File: src/rtl/core/ultrasonic_ranger_scanner_defines.svh
// ----------------------------------------------------------------------------
// ultrasonic ranger scanner assertion macros
// shared concurrent assertion wrappers, clocked on clk_i, off during reset
// ----------------------------------------------------------------------------
`ifndef ULTRASONIC_RANGER_SCANNER_DEFINES_SVH
`define ULTRASONIC_RANGER_SCANNER_DEFINES_SVH

// property holds at every clock edge out of reset
`define URS_ASSERT(name, prop, msg) \
  name: assert property (@(posedge clk_i) disable iff (!rst_ni) (prop)) else $error(msg);

// consequent holds in the cycle after the trigger
`define URS_ASSERT_NEXT(name, trig, cons, msg) \
  name: assert property (@(posedge clk_i) disable iff (!rst_ni) (trig) |=> (cons)) \
    else $error(msg);

`endif

File: src/rtl/core/urs_pkg.sv
// ----------------------------------------------------------------------------
// urs_pkg
// types and constants of the ultrasonic ranger scanner
// ----------------------------------------------------------------------------
`timescale 1ns / 1ps

package urs_pkg;

  localparam int unsigned SensorCountDefault = 4;
  localparam int unsigned EchoLines          = 4;
  localparam int unsigned CfgIdxW            = 4;
  localparam int unsigned CfgDataW           = 16;

  localparam logic [31:0] NoEcho          = 32'hFFFF_FFFF;
  localparam logic [15:0] PulseWidthReset = 16'd600;
  localparam logic [7:0]  SlotMillisReset = 8'd25;

  typedef enum logic [CfgIdxW-1:0] {
    CfgPulseWidth = 4'd0,
    CfgSlotMillis = 4'd1
  } cfg_reg_e;

  typedef struct packed {
    logic       milli_strobe;
    logic [3:0] echo_falls;
  } in_item_t;

  typedef struct packed {
    logic [3:0]  trigger_lines;
    logic        distance_valid;
    logic [1:0]  distance_channel;
    logic [31:0] distance_value;
    logic        missed_flag;
  } out_item_t;

endpackage

File: src/rtl/core/ultrasonic_ranger_scanner.sv
// ----------------------------------------------------------------------------
// ultrasonic_ranger_scanner
// round-robin trigger and echo timing over a set of ultrasonic sensors
// ----------------------------------------------------------------------------
// usage
//   input channel: one transaction per fine timer tick, carrying the
//   millisecond strobe and the echo falling edges of every sensor
//   output channel: one transaction per tick with the trigger levels, an
//   optional distance (captured tick count or all ones on timeout) and the
//   missed indicator
//   config channel: valid/ready write of pulse_width (index 0) and
//   slot_millis (index 1), always ready; meant only for use while the block is idle, unchecked
// timing
//   an input transaction goes through the input register, then through the
//   slot logic into the result register
//   throughput one tick per cycle unless the output stalls; the loops are the
//   tick counter with its pulse width compare and the millisecond and channel counters
// reset
//   counters clear, the trigger of sensor zero is raised, registers take
//   600 ticks and 25 ms; no result is pending
// stall
//   a stalled result holds; the pipeline advances whenever the result
//   register is empty or being taken, otherwise the input stalls too
// ----------------------------------------------------------------------------
`timescale 1ns / 1ps

module ultrasonic_ranger_scanner #(
  parameter int unsigned SENSOR_COUNT = urs_pkg::SensorCountDefault
) (
  input  logic                            clk_i,
  input  logic                            rst_ni,
  input  logic                            in_valid_i,
  output logic                            in_stall_o,
  input  urs_pkg::in_item_t               in_data_i,
  output logic                            out_valid_o,
  input  logic                            out_stall_i,
  output urs_pkg::out_item_t              out_data_o,
  input  logic                            cfg_valid_i,
  output logic                            cfg_ready_o,
  input  logic [urs_pkg::CfgIdxW-1:0]     cfg_index_i,
  input  logic [urs_pkg::CfgDataW-1:0]    cfg_data_i
);

  import urs_pkg::*;

  `include "ultrasonic_ranger_scanner_defines.svh"

  // channel counter just wide enough for the sensor count
  localparam int unsigned ChanW = (SENSOR_COUNT > 1) ? $clog2(SENSOR_COUNT) : 1;
  localparam logic [ChanW-1:0] LastChan = ChanW'(SENSOR_COUNT - 1);

  // configuration registers
  logic [15:0] pulse_width_q;
  logic [7:0]  slot_millis_q;

  // scanner state
  logic [31:0]      tick_count_q, tick_count_d;
  logic [7:0]       milli_count_q, milli_count_d;
  logic [ChanW-1:0] channel_q, channel_d;
  logic             echo_armed_q, echo_armed_d;
  logic             got_echo_q, got_echo_d;
  logic             trigger_on_q, trigger_on_d;
  logic             missed_led_q, missed_led_d;

  // pipeline registers
  logic      in_valid_q;
  in_item_t  in_q;
  logic      out_valid_q;
  out_item_t out_q, out_d;

  logic out_ready;
  logic step;
  logic slot_end;

  // handshake: result register frees when empty or taken this cycle
  assign out_ready   = !out_valid_q || !out_stall_i;
  assign step        = in_valid_q && out_ready;
  assign in_stall_o  = in_valid_q && !out_ready;
  assign out_valid_o = out_valid_q;
  assign out_data_o  = out_q;
  assign cfg_ready_o = 1'b1;

  // config writes, unknown indexes dropped
  always_ff @(posedge clk_i or negedge rst_ni) begin
    if (!rst_ni) begin
      pulse_width_q <= PulseWidthReset;
      slot_millis_q <= SlotMillisReset;
    end else if (cfg_valid_i) begin
      unique case (cfg_reg_e'(cfg_index_i))
        CfgPulseWidth: pulse_width_q <= cfg_data_i[15:0];
        CfgSlotMillis: slot_millis_q <= cfg_data_i[7:0];
        default: ;
      endcase
    end
  end

  // single pass over one tick
  always_comb begin
    logic [ChanW+2:0] chan_ext;
    logic             has_line;
    logic             fell;
    logic [8:0]       milli_next;
    logic [31:0]      tick_next;

    chan_ext   = (ChanW + 3)'(channel_q);
    // only the first four sensors have echo and trigger wiring
    has_line   = (chan_ext < (ChanW + 3)'(EchoLines));
    fell       = has_line && in_q.echo_falls[chan_ext[1:0]];
    milli_next = {1'b0, milli_count_q} + 9'd1;
    tick_next  = tick_count_q + 32'd1;

    tick_count_d  = tick_count_q;
    milli_count_d = milli_count_q;
    channel_d     = channel_q;
    echo_armed_d  = echo_armed_q;
    got_echo_d    = got_echo_q;
    trigger_on_d  = trigger_on_q;
    missed_led_d  = missed_led_q;
    slot_end      = 1'b0;

    out_d                  = '0;

    // echo capture on the current sensor
    if (echo_armed_q && fell) begin
      echo_armed_d            = 1'b0;
      got_echo_d              = 1'b1;
      out_d.distance_valid    = 1'b1;
      out_d.distance_channel  = chan_ext[1:0];
      out_d.distance_value    = tick_count_q;
    end

    // millisecond slot accounting
    if (in_q.milli_strobe) begin
      if (milli_next >= {1'b0, slot_millis_q}) begin
        slot_end = 1'b1;
      end else begin
        milli_count_d = milli_next[7:0];
      end
    end

    if (slot_end) begin
      milli_count_d = '0;
      echo_armed_d  = 1'b0;
      // a capture in this same tick counts as an echo
      if (!got_echo_d) begin
        missed_led_d           = 1'b1;
        out_d.distance_valid   = 1'b1;
        out_d.distance_channel = chan_ext[1:0];
        out_d.distance_value   = NoEcho;
      end else begin
        missed_led_d = 1'b0;
      end
      got_echo_d   = 1'b0;
      channel_d    = (channel_q == LastChan) ? '0 : channel_q + ChanW'(1);
      trigger_on_d = 1'b1;
      tick_count_d = '0;
    end else begin
      tick_count_d = tick_next;
      // matches again after each 32-bit wrap
      if (tick_next == {16'd0, pulse_width_q}) begin
        trigger_on_d = 1'b0;
        echo_armed_d = 1'b1;
      end
    end

    // trigger level after the tick
    if (trigger_on_d && ((ChanW + 3)'(channel_d) < (ChanW + 3)'(EchoLines))) begin
      out_d.trigger_lines = 4'b0001 << channel_d[((ChanW > 1) ? 1 : 0):0];
    end
    out_d.missed_flag = missed_led_d;
  end

  // state and pipeline control
  always_ff @(posedge clk_i or negedge rst_ni) begin
    if (!rst_ni) begin
      tick_count_q  <= '0;
      milli_count_q <= '0;
      channel_q     <= '0;
      echo_armed_q  <= 1'b0;
      got_echo_q    <= 1'b0;
      trigger_on_q  <= 1'b1;
      missed_led_q  <= 1'b0;
      in_valid_q    <= 1'b0;
      out_valid_q   <= 1'b0;
    end else begin
      if (step) begin
        tick_count_q  <= tick_count_d;
        milli_count_q <= milli_count_d;
        channel_q     <= channel_d;
        echo_armed_q  <= echo_armed_d;
        got_echo_q    <= got_echo_d;
        trigger_on_q  <= trigger_on_d;
        missed_led_q  <= missed_led_d;
      end
      if (!in_stall_o) begin
        in_valid_q <= in_valid_i;
      end
      if (out_ready) begin
        out_valid_q <= step;
      end
    end
  end

  // payload registers
  always_ff @(posedge clk_i) begin
    if (!in_stall_o && in_valid_i) begin
      in_q <= in_data_i;
    end
    if (step) begin
      out_q <= out_d;
    end
  end

  `URS_ASSERT(a_arm_trigger_excl, !(echo_armed_q && trigger_on_q),
              "capture armed while trigger is still high")
  `URS_ASSERT(a_trigger_onehot, !out_valid_q || $onehot0(out_q.trigger_lines),
              "more than one trigger line raised")
  `URS_ASSERT(a_idle_distance_zero,
              !(out_valid_q && !out_q.distance_valid) ||
              (out_q.distance_value == 32'd0 && out_q.distance_channel == 2'd0),
              "distance fields set without distance_valid")
  `URS_ASSERT_NEXT(a_slot_end_clears, step && slot_end,
                   tick_count_q == 32'd0 && milli_count_q == 8'd0 && trigger_on_q,
                   "slot end did not restart the counters and trigger")

endmodule
File: config.mk
export PLATFORM = sky130hd
export DESIGN_NAME = ultrasonic_ranger_scanner
export DESIGN_NICKNAME = d
export VERILOG_FILES = /design/src/rtl/core/urs_pkg.sv /design/src/rtl/core/ultrasonic_ranger_scanner.sv
export VERILOG_INCLUDE_DIRS = /design/src /design/src/rtl/core
export SDC_FILE = /design/constraint.sdc
export NUM_CORES = 1
export LEC_CHECK = 0
export BUFFER_PORTS_ARGS = -buffer_cell sky130_fd_sc_hd__clkbuf_2
export CORE_MARGIN = 2
export CORE_UTILIZATION = 50
export DETAILED_ROUTE_END_ITERATION = 12
export PLACE_DENSITY = 0.7
export SYNTH_ARGS = -nofsm -noshare
export SYNTH_HDL_FRONTEND = slang
export SYNTH_SLANG_ARGS = --single-unit
File: constraint.sdc
create_clock -name clk_i -period 4.5 [get_ports clk_i]
set_input_delay 0.9 -clock clk_i [delete_from_list [all_inputs] [get_ports clk_i]]
set_output_delay 0.9 -clock clk_i [all_outputs]
set_load 0.05 [all_outputs]
==> results_dict.tcl, run 1 <==
set metrics [dict create \
    cts_made_buffers 17 \
    crit_top_cell "nand4_1" \
    synth_area_per_cell_um2 10.4 \
    syn_to_final_growth_pct 17.1 \
    synth_simple_gate_area_share_pct 16.5 \
    arrival_ps 3740 \
    tightest_slew_ps 869 \
    start_util_pct 51.6 \
    synthMuxAreaShare_pct 5.71 \
    globalplace.congestion 0.976 \
    critPathCaptureType "register" \
    rows 40 \
    ant_nets 0 \
    hold_buffers 0 \
    hold_viol 0 \
    cts_tree "built" \
    post_cts_buffers 0 \
    track_usage_pct 24.3 \
    layout-drive-gt1-share_pct 24.4 \
    synth-adder-area-share_pct 2.36 \
    fmax_mhz 279 \
    dp_hpwl_mm 10.4 \
    die_area_mm2 0.0134 \
    ctsLongestPathBuffers 2 \
    coreArea_mm2 0.0121 \
    nets 696 \
    die_y_um 116 \
    grt_max_degree 42 \
    clk_pin_slew_worst_paths_ps 60 \
    powerDensity_mw_per_mm2 536 \
    vias_per_cell 5.83 \
    rsz0062_at_grt "no" \
    io_pins 73 \
    clock_latency_ps 420 \
    synth_area_mm2 0.00625 \
    p_leak_nw 3.33 \
    cpPeakStageDelay_ps 640 \
    cts_sinks 117 \
    worstPathMaxFanout 16 \
    ys_warn_count 0 \
    setup_ws_ps 911 \
    cts_resized 0 \
    max_slew_margin_pct 42.0 \
    finalMaxSlewViolations 0 \
    critPathRequiredTime_ps 4650 \
    path_class "register to register" \
    grt_pass1_wl_mm 24.8 \
    grt_pass1_vias 4864 \
    synth_top_family_by_area "simple AND/OR/NAND/NOR gates" \
    antenna_found_initial 0 \
    async_reset_ff_share_pct 61.5 \
    port_buffers 71 \
    dr.pass1.iters 5 \
    slowest_stage "or4_1" \
    ir_drop_mv 0.272 \
    finalClockSkew_ps 9.25 \
    num_vias 4877 \
    n_antenna_cell 0 \
    drtIter0Drc 427 \
    max-cap-violations 0 \
    pre_cts_slack_ps 959 \
    synth-compound-area-share_pct 16.0 \
    crit_chain "nand4_1 > or4_1 > or3_4 > a211oi_2 > nand4_1 > or4_4 > o211ai_2 > o32ai_1" \
    synth_seq_cells 117 \
    die_w_um 116 \
    drc_errors 0 \
    hold_class "register to register" \
    wl_per_cell_um 18.0 \
    grt_overflow 0 \
    period_share_pct 79.8 \
    cts_root_buf "clkbuf_16" \
    routed_wl_mm 15.1 \
    syn_inst 599 \
    fin_tns_setup_ps 0 \
    synth_edf_count 45 \
    setup_viol 0 \
    syn-num-nets 640 \
    synth_cell_types 63 \
    status "completed" \
    ys_seq_area_share_pct 50.6 \
    startpoint_type "register" \
    period_minus_slack_ps 3590 \
    synth_xor_area_share_pct 4.62 \
    h-tree-depth 4 \
    ys.flop_type "dfrtp_1" \
]
==> area by class of cell <==
class	count	area, um^2
Sequential cell	117	3160
Inverter	19	71.3
Timing Repair Buffer	81	430
Tap cell	168	210
Clock buffer	21	450
Clock inverter	11	156
Multi-Input combinational cell	419	2840
Fill cell	1033	4790
==> flip-flops by register name, indices dropped and copies added (netlist names) <==
name	flops
tick_count_q	32
missed_led_q	1
got_echo_q	1
out_data_o	40
channel_q	2
in_valid_q	1
slot_millis_q	8
echo_armed_q	1
in_q	5
out_valid_o	1
trigger_on_q	1
pulse_width_q	16
milli_count_q	8
==> worst max-delay path: cells and delay by family (launching register included) <==
family           cells  cell delay, ps
AO/OA/AOI/OAI        3             590
flip-flops           1             630
AND/OR/NAND/NOR      5            2100
==> cells in the mapped netlist (13+ instances only) <==
library cell / instances / share of area, %
nand4_1: 14 / 1.4
nand2_1: 56 / 3.4
edfxtp_1: 45 / 22
nand3_1: 21 / 1.7
a22o_1: 14 / 2.0
xnor2_1: 23 / 3.2
nor3_1: 13 / 1.0
clkbuf_1: 27 / 1.6
o21ai_0: 31 / 2.5
a21oi_1: 15 / 1.2
mux2_2: 27 / 4.9
inv_1: 18 / 1.1
a21o_1: 46 / 5.5
dfrtp_1: 64 / 26
nor2_1: 33 / 2.0
==> cell families after synthesis <==
kind of cell | count (synthesis)
simple gates | 199
xor+xnor | 33
fa+ha+maj | 12
mux | 31
buf+inv | 63
other cells | 1
compound gates | 143
flops | 117
==> routing by layer <==
layer	track usage (%)	part of all wire, %	wire [um]	vias up
met2	39.6	50	7520	176
li1	-	-	-	2288
met4	11.6	2.9	440	0
met1	31.2	42	6360	2367
met3	5.18	5.1	768	46
met5	0	0	0	-
==> report_power, final <==
part / switching (W) / total [W] / internal, W / leakage [nW]
clock: 0.000467 / 0.00140 / 0.000932 / 0.298
combinational: 0.000614 / 0.000981 / 0.000367 / 1.68
sequential: 0.000211 / 0.00154 / 0.00133 / 1.35
==> worst paths after layout <==
kind	depth (start not counted)	slack (ps)	from	endpoint
setup / recovery	8	910	tick_count_q[4]$_DFFE_PN0P_	out_data_o[38]$_SDFFCE_PN0P_
hold / removal	1	490	in_valid_q$_DFFE_PN0N_	out_valid_o$_DFFE_PN0N_
setup reg to reg	8	910	tick_count_q[4]$_DFFE_PN0P_	out_data_o[38]$_SDFFCE_PN0P_
hold reg to reg	1	490	in_valid_q$_DFFE_PN0N_	out_valid_o$_DFFE_PN0N_
max in group asynchronous	2	2940	rst_ni	tick_count_q[25]$_DFFE_PN0P_
min in group asynchronous	1	530	rst_ni	milli_count_q[3]$_DFFE_PN0P_
==> cells in the final DEF (no fill, tap or decap), drive strengths merged, types with 11 or more instances in the layout <==
cell type / instances
edfxtp: 45
nand2: 56
a21o: 46
nor3: 13
nor2: 33
a22o: 14
xnor2: 23
o21ai: 33
buf: 11
mux2: 27
a21oi: 15
nand3: 21
inv: 19
nand4: 15
clkbuf: 91
dfrtp: 64
ha: 11
nand2b: 12
==> through the flow <==
stage	cell area [um^2]	util, %	hold slack [ps]	instances	power [W]
floorplan	6250	-	457	599	0.00226
global placement	6710	55.4	466	804	0.00248
detailed placement	6710	55.4	479	804	0.00253
CTS	7320	60.4	493	836	0.00394
global route	7320	60.4	520	836	0.00411
finish	7320	60.4	494	836	0.00392
Note: power is estimated with default switching activity, not from simulation.
==> run 2: changes to the inputs <==
--- a/config.mk
+++ b/config.mk
@@ -10,7 +10,7 @@
 export CORE_MARGIN = 2
 export CORE_UTILIZATION = 50
 export DETAILED_ROUTE_END_ITERATION = 12
-export PLACE_DENSITY = 0.7
+export PLACE_DENSITY = 0.73
 export SYNTH_ARGS = -nofsm -noshare
 export SYNTH_HDL_FRONTEND = slang
 export SYNTH_SLANG_ARGS = --single-unit
==> constraint.sdc (replaced) <==
create_clock -name clk_i -period 3.1 [get_ports clk_i]
set_input_delay 0.62 -clock clk_i [delete_from_list [all_inputs] [get_ports clk_i]]
set_output_delay 0.62 -clock clk_i [all_outputs]
set_load 0.05 [all_outputs]
==> run 2 against run 1 <==
Compared with the run above: register-to-register slack worse by 870 ps; clock skew down 2.0 ps; largest cell class unchanged; count of clock-buffer cells in the layout is 1 lower.
==> results_dict.tcl, run 2 (same netlist as run 1, synthesis figures left out) <==
set metrics [dict create \
    p_int_w 0.00377 \
    tightest_slew_ps 775 \
    fillCellCount 990 \
    worstRegToRegCells 10 \
    port_buffers 71 \
    period_minus_slack_ps 3060 \
    rsz0062_at_grt "yes" \
    powerDensity_mw_per_mm2 721 \
    cts_tree "built" \
    coreArea_mm2 0.0121 \
    grt_pass1_wl_mm 25.8 \
    worstPathMaxFanout 7 \
    hold_buffers 0 \
    layout_commonest_cell "buf_4" \
    p_leak_nw 3.69 \
    period_share_pct 98.8 \
    finalClockSkew_ps 7.23 \
    h-tree-depth 4 \
    max-cap-violations 0 \
    crit_top_cell "buf_4" \
    power_frac_seq_pct 37.8 \
    drc_errors 0 \
    die_y_um 116 \
    arrival_ps 3220 \
    syn_to_final_growth_pct 26.9 \
    dr.pass1.iters 5 \
    nets 762 \
    io_pins 73 \
    setup_viol 0 \
    fmax_mhz 326 \
    multi_input_area_mm2 0.00296 \
    die_w_um 116 \
    antenna_found_initial 0 \
    mostFrequentLayoutCells "buf_4 (71), clkbuf_2 (70), dfrtp_1 (61)" \
    n_antenna_cell 0 \
    hold_class "input pin to async pin" \
    start_util_pct 51.6 \
    dp_hpwl_mm 10.9 \
    globalplace.congestion 0.877 \
    grt_max_degree 44 \
    swShare_pct 34.1 \
    clock_latency_ps 420 \
    p_switching_w 0.00195 \
    startpoint_type "register" \
    critPathCaptureType "register" \
    hold_viol 0 \
    critPathRequiredTime_ps 3250 \
    cts_root_buf "clkbuf_16" \
    layout-drive-gt1-share_pct 34.1 \
    finalMaxSlewViolations 0 \
    vias_per_cell 5.79 \
    clk_pin_slew_worst_paths_ps 60 \
    grt_overflow 0 \
    crit_chain "buf_4 > nand4_1 > buf_4 > nor3_4 > xnor2_2 > o2111ai_2 > a2111o_1 > or4_4 > o211ai_4 > o32ai_2" \
    wl_per_cell_um 17.8 \
    track_usage_pct 25.2 \
    num_vias 5225 \
    cts_made_buffers 17 \
    slowest_stage "or4_4" \
    path_class "register to register" \
    grt_pass1_vias 5223 \
    die_area_mm2 0.0134 \
    status "completed" \
    whs_ps 281 \
    cts_sinks 117 \
    routed_wl_mm 16.1 \
    ctsLongestPathBuffers 2 \
    largest_register_ffs 40 \
    ant_nets 0 \
    combPwrFrac_pct 29.9 \
    ir_drop_mv 0.469 \
    cpPeakStageDelay_ps 560 \
    max_slew_margin_pct 48.4 \
    rows 40 \
    drtIter0Drc 433 \
    regArea_mm2 0.00317 \
    clock_power_share_pct 32.4 \
    fin_tns_setup_ps 0 \
]
[run 2: critical path, delay by kind of cell, from the launching register on]
kind	cells	cell delay (ps)
XOR/XNOR	1	160
buffers and inverters	2	390
AO/OA/AOI/OAI	4	890
flip-flops	1	360
AND/OR/NAND/NOR	3	990
[run 2: metal layers]
| metal | wire (um) | vias to the layer above | global-route usage (%) |
|---|---|---|---|
| met2 | 7900 | 209 | 41.8 |
| met3 | 1030 | 47 | 5.86 |
| met5 | 0 | - | 0 |
| met1 | 6710 | 2552 | 31.5 |
| li1 | - | 2417 | - |
| met4 | 440 | 0 | 11.6 |
[run 2: area by class of cell]
| class | count | share of cell area, % |
|---|---|---|
| Timing Repair Buffer | 147 | 12.2 |
| Inverter | 19 | 0.899 |
| Multi-Input combinational cell | 419 | 37.4 |
| Clock inverter | 12 | 1.42 |
| Tap cell | 168 | 2.65 |
| Sequential cell | 117 | 39.9 |
| Clock buffer | 20 | 5.50 |
[run 2: power by group through the flow]
stage,sequential [W],clock [W],combinational [W]
4_1_cts,0.00215,0.00188,0.00166
6_report,0.00216,0.00185,0.00171
5_1_grt,0.00220,0.00195,0.00186
3_3_place_gp,0.00216,0,0.00158
2_1_floorplan,0.00235,0,0.000940
3_5_place_dp,0.00217,0,0.00164
[run 2: stage by stage]
stage	worst slack [ps]	instance area, um^2	utilization, %	instances	total power, W
finish	36.6	7930	65.5	902	0.00572
global route	-38.2	7930	65.5	902	0.00600
CTS	0.0562	7740	63.9	890	0.00569
detailed placement	-76.7	7160	59.1	858	0.00381
global placement	32.7	7160	59.1	858	0.00374
floorplan	37.3	6250	-	599	0.00329
[run 2: worst paths after layout]
path	from	to	slack (ps)
setup / recovery	tick_count_q[0]$_DFFE_PN0P_	out_data_o[38]$_SDFFCE_PN0P_	40
hold / removal	rst_ni	milli_count_q[3]$_DFFE_PN0P_	280
setup reg to reg	tick_count_q[0]$_DFFE_PN0P_	out_data_o[38]$_SDFFCE_PN0P_	40
hold reg to reg	slot_millis_q[7]$_DFFE_PN0P_	slot_millis_q[7]$_DFFE_PN0P_	510
max in group asynchronous	rst_ni	pulse_width_q[6]$_DFFE_PN1P_	2070
min in group clk_i	in_data_i[1]	in_q[1]$_DFFE_PP_	380
[run 2: repair_timing]
action,CTS,global route
cloned,0,0
pin swaps,2,16
endpoints found under the hold margin,0,0
gates resized for setup,6,23
setup endpoints to repair,23,28
buffers inserted,0,12
